==> config.mk <==
export PLATFORM = sky130hd
export DESIGN_NAME = escp_ram
export DESIGN_NICKNAME = d
export VERILOG_FILES = /design/src/rtl/escp_ram.sv
export SDC_FILE = /design/constraint.sdc
export NUM_CORES = 1
export LEC_CHECK = 0
export CORE_MARGIN = 2
export CORE_UTILIZATION = 25
export DETAILED_ROUTE_END_ITERATION = 10
export DONT_BUFFER_PORTS = 1
export HOLD_SLACK_MARGIN = 0.08
export PLACE_DENSITY = 0.47
export SLEW_MARGIN = 10
export SYNTH_ARGS = -nofsm -noshare
export SYNTH_HDL_FRONTEND = slang
export SYNTH_SLANG_ARGS = --single-unit
==> constraint.sdc <==
create_clock -name clk -period 1.98 [get_ports clk]
set_input_delay 0.099 -clock clk [delete_from_list [all_inputs] [get_ports clk]]
set_output_delay 0.099 -clock clk [all_outputs]
set_load 0.005 [all_outputs]
==> src/rtl/escp_ram.sv <==
// Generic single-port synchronous RAM with registered read.
// No dependencies.
module escp_ram #(
  parameter int Width = 8,
  parameter int Depth = 32
) (
  input  logic                     clk,
  input  logic                     we,
  input  logic [$clog2(Depth)-1:0] addr,
  input  logic [Width-1:0]         wdata,
  output logic [Width-1:0]         rdata
);
  logic [Width-1:0] mem [Depth];

  always_ff @(posedge clk) begin
    if (we) begin
      mem[addr] <= wdata;
    end
    rdata <= mem[addr];
  end
endmodule

Word level (Yosys, flattened, before mapping)
Memory sizes are Yosys's and may differ from the RTL's. A register that Yosys moved wholly into a read port is not among the register bits.
Cells that the tools add are included.

word-level totals
  register bits after elaboration = 0
  memory bits (writable) = 256
  input bits = 15
  output and inout port bits = 8
  word-level logic and storage cells = 3
  memories = 1

operators by class
  multiplexer cells = 2

memories
  memory  depth  bits a word  rd ports  clocked after Yosys merged registers in  wr ports  RTL line  source
  mem     32     8            1         1                                        1         13        logic [Width-1:0] mem [Depth];

operator list
  cell              number
  2-to-1 mux 1 bit  2

Depth between registers and ports, before layout
Gate-level depths: netlist of run 1.

  depth in word-level cells = 2
  depth in mapped cells = 7
  mapped depth without buffers = 4

Worst setup path after synthesis of run 1
No wires, ideal clock.

  path type = input-to-reg
  from = input port addr[1]
  to = memory mem[27][0], enable pin
  setup time = 0.383 ns
  arrival = 1.543 ns
  data required time = 1.597 ns
  setup slack = 0.053 ns
  cell stages on the path = 5
  path buffers = 3
  path through = clkbuf_1 buf_2 buf_2 nand3_1 nor3_1

RTL lines
  item                RTL line  source
  start: declaration  9         input logic [$clog2(Depth)-1:0] addr,
  end: declaration    13

No word-level cell before the write port.

==> summary.md, run 1 <==
| Metric | Value |
|---|---|
| Status | `finished, final reports clean` |
| Max Fanout on Critical Path | `1` |
| RR Endpoint | `rdata[0]` |
| RR Startpoint | `mem[4][0]` |
| Max cap viols | `0` |
| Row count | `74` |
| Detailed Place HPWL | `16.2 mm` |
| Final max-slew violation count | `0` |
| Clock sink count | `about 260` |
| VDD IR max | `between 400 and 500 uV` |
| Layout cell share with drive strength beyond 1 | `roughly 14%` |
| WHS Path Cells | `4` |
| Buffers & Inverters on Critical Path | `1` |
| Final Wtd Congestion | `0.811` |
| 1st-iter DRT viols | `482` |
| Io pins | `23` |
| Initial Util | `between 20% and 30%` |
| Pwr dens | `973 nW/um2` |
| Setup crit end kind | `flop` |
| Vias | `between 5k and 6k` |
| Hold slack | `between 90 and 100 ps` |
| Flop2flop setup slack | `roughly 86 ps` |
| Worst EP arrival | `~2300 ps` |
| Yosys warning count | `0` |
| Critical-path cell list | `mux2i_1 -> dlygate4sd3_1 -> o22ai_1 -> nor4_1 -> nand2_1` |
| Hold Startpoint | `addr[1]` |
| Synth cell count leaders | `256 x edfxtp_1, 128 x mux2i_1, 63 x o22ai_1, 29 x nor2_1, 22 x buf_2` |
| Maximum clock rate | `around 0.53 GHz` |
| EDFF count, synth | `about 260` |
| Final setup vio count | `0` |
| Die width | `around 210 um` |
| Pleak | `0.00422 uW` |
| Vias in the first global route | `~5.7k` |
| Slowest CP cell | `dlygate4sd3_1` |
| # port buffers | `0` |
| Final nets | `approximately 660` |
| Syn Inst Count | `576` |
| Clock Pin Slew Worst Setup and Hold Paths | `approximately 60 ps` |
| Synthesized area | `just over 10000 um2` |
| Drt drc | `0` |
| #FFs+latches synth | `264` |
| Area Overhead vs Synth | `21.3%` |
| Post-route minimum period | `around 1900 ps` |
| DRT Pass-1 Iters | `5` |
| Distinct cells, synth | `24` |
| Cell with the most instances after synthesis | `edfxtp_1` |
| Crit path required time | `roughly 2400 ps` |
| Clock skew | `between 15 and 20 ps` |
| Die Area | `42500 um2` |
| Net count after synthesis | `roughly 590` |
| CP peak stage delay | `slightly below 600 ps` |
| Initial antenna violation count | `0` |
| CP Class | `reg -> reg` |
| Gr usage total | `~13%` |
| Largest net degree at the start of global routing | `100` |
| Fill cells | `approximately 4.0k` |
| Global-route wire length before repair | `38.7 mm` |
| Slew @ Worst Pin | `roughly 670 ps` |
| Setup TNS | `0 ps` |
| CTS Buffer Depth | `3` |
| Routed WL per cell | `22.0 um` |
| Root Driver | `clkbuf_16` |
| Setup bufs post-CTS | `0` |
| Core area | `between 40000 and 50000 um2` |
| DIE HEIGHT | `about 200 um` |
| Worst hold path class | `in -> reg` |
| Final Cycle Share | `95.7%` |
| Hold EP | `rdata[3]` |
| CTS buffer count | `29` |
| Relative slew slack | `a little over half` |
| Final hold vios | `0` |
| Htree depth | `1` |
| CTS tree | `done` |
| Grt ovf | `0` |
| Top FF cell, synth | `edfxtp_1` |
| Startpoint types | `flop` |
| Ant. Diodes | `0` |
| Mean area per synthesized cell | `approximately 18 um2` |
| Async set-reset flop share out of synthesis | `0%` |
| Dominant cell type by area after synthesis | `edfxtp_1` |
| Share of the synthesized area in the top cell type | `75.3%` |
| Reg2Reg Depth | `5` |
| Antenna viol nets, final | `0` |
| Vias per cell | `between 4 and 5` |
| Post-synthesis sequential area ratio | `between 70% and 80%` |
| Final WL | `about 26 mm` |
| Synth area leaders | `edfxtp_1 75%, mux2i_1 13%, o22ai_1 3.9%, dfxtp_1 1.6%, buf_2 1.1%` |
| RSZ-0062 raised after global routing | `no` |
| Skew-Pair Late Insertion Delay | `between 500 and 600 ps` |
| Top delay family on crit path | `buffers and inverters` |
-- cell usage in the layout, fill, tap and decap left out, drive strengths merged, types with 2 or more instances in the layout --
cell         Yosys  final
or3b             3      3
nor2            29     29
nand2           10     10
mux2i          128    128
nor4            16     16
nand3            2      2
dfxtp            8      8
nand4bb          5      5
bufinv           0      4
buf             26     49
clkinv           0     13
nor3             4      4
edfxtp         256    256
or4b             4      4
o22ai           64     64
dlygate4sd3      0     26
nand4b           4      4
nand3b           4      4
clkbuf           9     34
-- worst min-delay path: cells and delay by family --
| family | cells | cell delay, ps |
|---|---|---|
| simple gates | 2 | 190 |
| compound gates | 1 | 150 |
| mux | 1 | 100 |
-- layout make-up --
class / count / area, um2 / area share, %
timing repair buffer: 75 / 748 / 6.04
sequential: 264 / 7850 / 63.4
clock inverter: 18 / 188 / 1.52
clock buffer: 34 / 744 / 6.01
multi-input combinational: 277 / 2190 / 17.7
tap: 532 / 666 / 5.38
-- cells by family (layout without fill, tap and decap cells) --
logic type	Yosys count	count (layout)	synth area share (%)
buffers and inverters	35	127	1.72
muxes	128	128	12.6
DFF	264	264	76.9
AOI/OAI and AO/OA	64	64	3.98
and+or+nand+nor	85	85	4.85
-- registers in the layout (all words and copies together) (netlist names) --
| signal | flops |
|---|---|
| mem | 256 |
| rdata | 8 |
-- worst max path at each step --
stage	to	cells past startpoint	slack, ps	start
final	rdata[0]	5	90	mem[4][0]
after global routing	rdata[0]	5	10	mem[10][0]
after CTS	rdata[2]	5	60	mem[23][2]
after detailed placement	rdata[3]	4	360	mem[10][3]
after global placement	rdata[3]	4	390	mem[6][3]
after floorplan	mem[27][0]	5	50	addr[1]
-- per-layer routing --
metal / routed length [um] / share of wire, % / up-vias / track usage, %
li1: - / - / 2471 / -
met1: 11300 / 43 / 2876 / 16.5
met2: 12700 / 48 / 166 / 20.8
met3: 1460 / 5.5 / 55 / 2.16
met4: 839 / 3.2 / 0 / 4.18
met5: 0 / 0 / - / 0
-- metrics by stage --
stage	setup slack, ps	cells	utilization (%)	total power (uW)	cell area (um2)
finish	86.0	1200	30.5	12000	12400
floorplan	53.4	576	-	6650	10200
global route	13.6	1200	30.5	12500	12400
global placement	387	1113	27.1	6710	11000
CTS	59.7	1200	30.5	12200	12400
detailed placement	362	1113	27.1	6710	11000
-- power breakdown --
| part | internal, uW | total (uW) | switching (uW) |
|---|---|---|---|
| sequential | 6220 | 6260 | 47.1 |
| combinational | 220 | 527 | 307 |
| clock | 3180 | 5250 | 2070 |
| total | 9620 | 12000 | 2430 |
-- timing repair --
| item | in CTS | in global routing |
|---|---|---|
| setup endpoints to repair | 0 | 1 |
| hold buffers | 35 | 0 |
| hold endpoints to repair | 298 | 0 |
| resized for setup | 0 | 1 |
(Power assumes the default switching activity.)
==> inputs of run 2 (changes only) <==
--- a/config.mk
+++ b/config.mk
@@ -7,6 +7,7 @@
 export LEC_CHECK = 0
 export CORE_MARGIN = 2
 export CORE_UTILIZATION = 25
+export CTS_BUF_LIST = sky130_fd_sc_hd__clkbuf_16
 export DETAILED_ROUTE_END_ITERATION = 10
 export DONT_BUFFER_PORTS = 1
 export HOLD_SLACK_MARGIN = 0.08
==> summary.md, run 2 (same netlist as run 1, synthesis figures left out) <==
| Metric | Value |
|---|---|
| Grt ovf | `0 (unchanged)` |
| Final setup vio count | `0 (unchanged)` |
| Final Wtd Congestion | `0.811 (unchanged)` |
| Slowest CP cell | `dlygate4sd3_1` |
| Root Driver | `clkbuf_16` |
| RSZ-0062 raised after global routing | `no` |
| Final max-slew violation count | `0 (unchanged)` |
| Status | `finished, final reports clean` |
| Max reg flops | `256 (unchanged)` |
| Worst hold path class | `in -> reg` |
| Final WL | `26.3 mm (unchanged)` |
| Final non-filler cell area | `12400 um2 (unchanged)` |
| Pwr dens | `971 nW/um2 (-0.18%)` |
| Setup bufs post-CTS | `0 (unchanged)` |
| Vias | `5563 (-0.090%)` |
| Largest net degree at the start of global routing | `100 (unchanged)` |
| Area Overhead vs Synth | `21.3% (unchanged)` |
| 1st-iter DRT viols | `478 (-0.83%)` |
| Io pins | `23 (unchanged)` |
| Die Area | `42500 um2 (unchanged)` |
| Initial antenna violation count | `0 (unchanged)` |
| Clock skew | `18.8 ps (+1.64 ps)` |
| Clock Pin Slew Worst Setup and Hold Paths | `60 ps (about the same)` |
| Hold slack | `91.9 ps (-1.93 ps)` |
| Post-route minimum period | `1890 ps (-2.23 ps)` |
| Slew @ Worst Pin | `677 ps (+7.53 ps)` |
| Maximum clock rate | `0.529 GHz (+0.12%)` |
| CTS buffer count | `29 (unchanged)` |
| Worst EP arrival | `2290 ps (about the same)` |
| Biggest register | `mem` |
| Commonest non-fill, non-tap cell in the layout | `edfxtp_1` |
| Setup WS post-layout | `88.2 ps (+2.23 ps)` |
| Area of the multi-input gates | `2190 um2 (unchanged)` |
| Clock sink count | `264 (unchanged)` |
| Global-route wire length before repair | `38.7 mm (unchanged)` |
| DRT Pass-1 Iters | `7 (+2)` |
| Fill cells | `3972 (unchanged)` |
| Layout cell share with drive strength beyond 1 | `14.1% (unchanged)` |
| Max cap viols | `0 (unchanged)` |
| Dpl ws | `362 ps (unchanged)` |
| Largest registers | `mem (256), rdata (8)` |
| CP Class | `reg -> reg` |
| Antenna viol nets, final | `0 (unchanged)` |
| VDD IR max | `455 uV (about the same)` |
| Detailed Place HPWL | `16.2 mm (unchanged)` |
| Htree depth | `1 (unchanged)` |
| Setup TNS | `0 ps (unchanged)` |
| Top delay family on crit path | `buffers and inverters` |
| Final nets | `662 (unchanged)` |
| Placement Cell Area | `11000 um2 (unchanged)` |
| CTS Buffer Depth | `3 (unchanged)` |
| Relative slew slack | `54.5% (-0.51 points)` |
| Most frequent cells in the layout | `256 x edfxtp_1, 128 x mux2i_1, 63 x o22ai_1` |
| Fin util | `30.5% (unchanged)` |
| Gr usage total | `12.5% (unchanged)` |
| Vias in the first global route | `5726 (unchanged)` |
| Routed WL per cell | `22.0 um (unchanged)` |
| Max Fanout on Critical Path | `1 (unchanged)` |
| Final hold vios | `0 (unchanged)` |
| Crit path required time | `2370 ps (about the same)` |
| Buffers & Inverters on Critical Path | `1 (unchanged)` |
| Startpoint types | `flop` |
| Ant. Diodes | `0 (unchanged)` |
| FF/Latch Area | `7850 um2 (unchanged)` |
| CTS tree | `done` |
| Final Cycle Share | `95.5% (-0.11 points)` |
| Setup crit end kind | `flop` |
| DIE HEIGHT | `206 um (unchanged)` |
| CP peak stage delay | `590 ps (about the same)` |
| Row count | `74 (unchanged)` |
| Skew-Pair Late Insertion Delay | `540 ps (about the same)` |
| Pleak | `0.00425 uW (+0.49%)` |
| Initial Util | `25.2% (unchanged)` |
| Drt drc | `0 (unchanged)` |
| Die width | `206 um (unchanged)` |
| Core area | `40600 um2 (unchanged)` |
| # port buffers | `0 (unchanged)` |
| Critical-path cell list | `mux2i_1 -> dlygate4sd3_1 -> o22ai_1 -> nor4_1 -> nand2_1` |
| Vias per cell | `4.64 (about the same)` |
run 2: metal layers:
metal / vias to the layer above / part of all wire, % / global-route usage, %
met1: 2872 / 43 / 16.5
met5: - / 0 / 0
met3: 55 / 5.3 / 2.16
met4: 0 / 3.2 / 4.18
li1: 2470 / - / -
met2: 166 / 48 / 20.8
run 2: tightest hold or removal path, delay by kind of cell:
kind,cells,cell delay [ps]
AND/OR/NAND/NOR,2,190
multiplexers,1,100
AO/OA/AOI/OAI,1,150
run 2: worst paths after layout:
path | startpoint | to | slack [ps] | depth (start not counted)
setup / recovery | mem[4][0] | rdata[0] | 90 | 5
hold / removal | addr[1] | rdata[3] | 90 | 4
hold reg to reg | mem[28][5] | rdata[5] | 720 | 4
setup reg to reg | mem[4][0] | rdata[0] | 90 | 5
run 2: repair_timing:
action	in CTS	in global routing
endpoints found under the setup margin	0	1
hold buffers	35	0
resized for setup	0	1
hold endpoints to repair	298	0
run 2: layout make-up:
cell class / count / share of cell area (%)
Multi-Input combinational cell: 277 / 17.7
Clock buffer: 29 / 5.86
Clock inverter: 23 / 1.67
Timing Repair Buffer: 75 / 6.04
Sequential cell: 264 / 63.4
Tap cell: 532 / 5.38
run 2: metrics by stage:
step | std cells | power, uW
final | 1200 | 12000
after global routing | 1200 | 12400
after CTS | 1200 | 12200
after detailed placement | 1113 | 6710
after global placement | 1113 | 6710
after floorplan | 576 | 6650
run 2: power by group:
group          total, uW  internal [uW]  switching, uW
registers           6260           6220           47.0
clock network       5230           3160           2080
logic                528            220            308
==> inputs of run 3 (changes only) <==
--- a/config.mk
+++ b/config.mk
@@ -5,6 +5,7 @@
 export SDC_FILE = /design/constraint.sdc
 export NUM_CORES = 1
 export LEC_CHECK = 0
+export ABC_AREA = 1
 export CORE_MARGIN = 2
 export CORE_UTILIZATION = 25
 export CTS_BUF_LIST = sky130_fd_sc_hd__clkbuf_16
@@ -12,7 +13,6 @@
 export DONT_BUFFER_PORTS = 1
 export HOLD_SLACK_MARGIN = 0.08
 export PLACE_DENSITY = 0.47
-export SLEW_MARGIN = 10
 export SYNTH_ARGS = -nofsm -noshare
 export SYNTH_HDL_FRONTEND = slang
 export SYNTH_SLANG_ARGS = --single-unit
==> summary.md, run 3 <==
| Metric | Value |
|---|---|
| Status | `finished, final reports clean` |
| Final Cycle Share | `90.3% (-5.2 points)` |
| Vias in the first global route | `7313 (+28%)` |
| Final hold vios | `0 (unchanged)` |
| Routed WL per cell | `17.1 um (-22%)` |
| Core area | `43300 um2 (+6.7%)` |
| Post-route minimum period | `1790 ps (-103 ps)` |
| Final WL | `29.5 mm (+12%)` |
| FF/Latch Area | `7850 um2 (unchanged)` |
| RR Startpoint | `mem[13][0]` |
| # port buffers | `0 (unchanged)` |
| Reg2Reg Depth | `9 (+4)` |
| Fill cells | `4486 (+13%)` |
| Setup bufs post-CTS | `0 (unchanged)` |
| Max Fanout on Critical Path | `5 (+4)` |
| Resized cells post-CTS | `0 (unchanged)` |
| Slew @ Worst Pin | `685 ps (+7.84 ps)` |
| Top FF cell, synth | `edfxtp_1` |
| #FFs+latches synth | `264 (unchanged)` |
| Ant. Diodes | `0 (unchanged)` |
| Skew-Pair Late Insertion Delay | `550 ps (about the same)` |
| Area of the multi-input gates | `2830 um2 (+29%)` |
| Vias per cell | `4.21 (-9.1%)` |
| Yosys warning count | `0 (unchanged)` |
| Hold EP | `mem[2][7]` |
| Grt ovf | `0 (unchanged)` |
| Layout cell share with drive strength beyond 1 | `9.61% (-4.5 points)` |
| Drt drc | `0 (unchanged)` |
| DRT Pass-1 Iters | `5 (-2)` |
| RSZ-0062 raised after global routing | `no` |
| Post-synthesis sequential area ratio | `71.4% (-5.5 points)` |
| Cell with the most instances after synthesis | `nand2_1` |
| Mean area per synthesized cell | `10.3 um2 (-42%)` |
| Synthesized area | `11000 um2 (+7.7%)` |
| Synth area leaders | `edfxtp_1 70%, nand2_1 23%, nor2_1 1.6%, dfxtp_1 1.5%, buf_2 1.1%` |
| Initial antenna violation count | `1 (+1)` |
| Final max-slew violation count | `0 (unchanged)` |
| Largest net degree at the start of global routing | `80 (-20%)` |
| CTS buffer count | `29 (unchanged)` |
| VDD IR max | `682 uV (+50%)` |
| Htree depth | `1 (unchanged)` |
| Initial Util | `25.4% (+0.23 points)` |
| Pwr dens | `904 nW/um2 (-6.9%)` |
| RR Endpoint | `rdata[0]` |
| Vias | `7288 (+31%)` |
| Synth cell count leaders | `680 x nand2_1, 256 x edfxtp_1, 48 x nor2_1, 24 x buf_2, 13 x buf_4` |
| Relative slew slack | `54.2% (-0.23 points)` |
| Dpl ws | `340 ps (-21.4 ps)` |
| Setup WS post-layout | `192 ps (+103 ps)` |
| Worst EP arrival | `2050 ps (-240 ps)` |
| Net count after synthesis | `1078 (+82%)` |
| Largest registers | `mem (256), rdata (8)` |
| Maximum clock rate | `0.559 GHz (+5.8%)` |
| Final setup vio count | `0 (unchanged)` |
| CTS Buffer Depth | `3 (unchanged)` |
| Flop2flop setup slack | `480 ps (+390 ps)` |
| Clock skew | `13.3 ps (-5.50 ps)` |
| Antenna viol nets, final | `0 (unchanged)` |
| Final nets | `1140 (+72%)` |
| Dominant cell type by area after synthesis | `edfxtp_1` |
| Hold Startpoint | `addr[1]` |
| Crit path required time | `2240 ps (-130 ps)` |
| Final Wtd Congestion | `0.727 (-10%)` |
| Setup crit end kind | `flop` |
| Total power | `11900 uW (-1.3%)` |
| Syn Inst Count | `1063 (+85%)` |
| Most frequent cells in the layout | `680 x nand2_1, 256 x edfxtp_1, 48 x nor2_1` |
| Commonest non-fill, non-tap cell in the layout | `nand2_1` |
| Biggest register | `mem` |
| Startpoint types | `input pin` |
| CP Class | `in -> reg` |
| Io pins | `23 (unchanged)` |
| Share of the synthesized area in the top cell type | `70.0% (-5.4 points)` |
| Max cap viols | `0 (unchanged)` |
| Detailed Place HPWL | `16.3 mm (+0.72%)` |
| Row count | `76 (+2.7%)` |
| Gr usage total | `13.2% (+0.72 points)` |
| Die Area | `45600 um2 (+7.5%)` |
| EDFF count, synth | `256 (unchanged)` |
| Die width | `214 um (+3.7%)` |
| Setup TNS | `0 ps (unchanged)` |
| Clock Pin Slew Worst Setup and Hold Paths | `60 ps (about the same)` |
| Pleak | `0.00534 uW (+26%)` |
| Clock sink count | `264 (unchanged)` |
| WHS Path Cells | `2 (-2)` |
| Hold slack | `83.3 ps (-8.57 ps)` |
| Max reg flops | `256 (unchanged)` |
| DIE HEIGHT | `214 um (+3.7%)` |
| Async set-reset flop share out of synthesis | `0% (unchanged)` |
| 1st-iter DRT viols | `557 (+17%)` |
| Area Overhead vs Synth | `19.4%` |
| CTS tree | `done` |
| Distinct cells, synth | `12 (-50%)` |
| Global-route wire length before repair | `45.2 mm (+17%)` |
| Hold-fix buffers, CTS | `30 (-14%)` |
| Worst hold path class | `in -> reg` |
| Root Driver | `clkbuf_16` |
run 3: changes by cell type after synthesis, moves of 8 or more:
cell	delta
inv_2	+9
buf_4	+13
nor2_1	+19
nor3_2	+8
o22ai_1	-63
mux2i_1	-128
nor4_1	-16
nand2_1	+670
run 3: logic make-up after synthesis:
logic type	count (synthesis)	share of synthesized area, %
AND/OR/NAND/NOR	740	25.8
flip-flops	264	71.4
buffers and inverters	59	2.80
run 3: power by group:
part	total, uW	internal (uW)	switching (uW)
Clock	4870	2760	2110
Sequential	6250	6210	37.7
Combinational	741	224	517
Total	11900	9190	2670
run 3: routing by layer:
| layer | wire (um) | part of all wire (%) | global-route usage (%) | vias to the layer above |
|---|---|---|---|---|
| met5 | 0 | 0 | 0 | - |
| met4 | 462 | 1.6 | 2.99 | 0 |
| met3 | 1180 | 4.0 | 1.65 | 35 |
| met2 | 14000 | 47 | 22.0 | 142 |
| met1 | 13900 | 47 | 18.4 | 3551 |
| li1 | - | - | - | 3560 |
run 3: stage by stage:
step           instances  util [%]  instance area (um2)
6_report            1730      30.3                13100
2_1_floorplan       1063         -                11000
4_1_cts             1730      30.3                13100
3_5_place_dp        1649      27.4                11900
5_1_grt             1730      30.3                13100
3_3_place_gp        1649      27.4                11900
run 3: how the worst max path moves through the flow:
stage          startpoint          to  slack (ps)
4_1_cts           addr[2]  mem[15][2]         240
3_3_place_gp      addr[1]   mem[4][5]         340
5_1_grt           addr[2]  mem[31][4]          70
2_1_floorplan     addr[2]  mem[28][0]         420
6_report          addr[2]  mem[15][4]         190
3_5_place_dp      addr[1]   mem[4][0]         340
run 3: area by class of cell:
class,count,share of cell area (%)
inverter,13,0.391
sequential,264,59.8
timing repair buffer,77,6.14
multi-input combinational,740,21.6
tap,585,5.58
clock buffer,29,5.53
clock inverter,22,0.935
run 3: critical path, cell delays in order:
cell and delay [ps]:
dlygate4sd3_1 710, inv_2 120, nor3_2 280, inv_2 100, nor2_1 130, dlygate4sd3_1 610
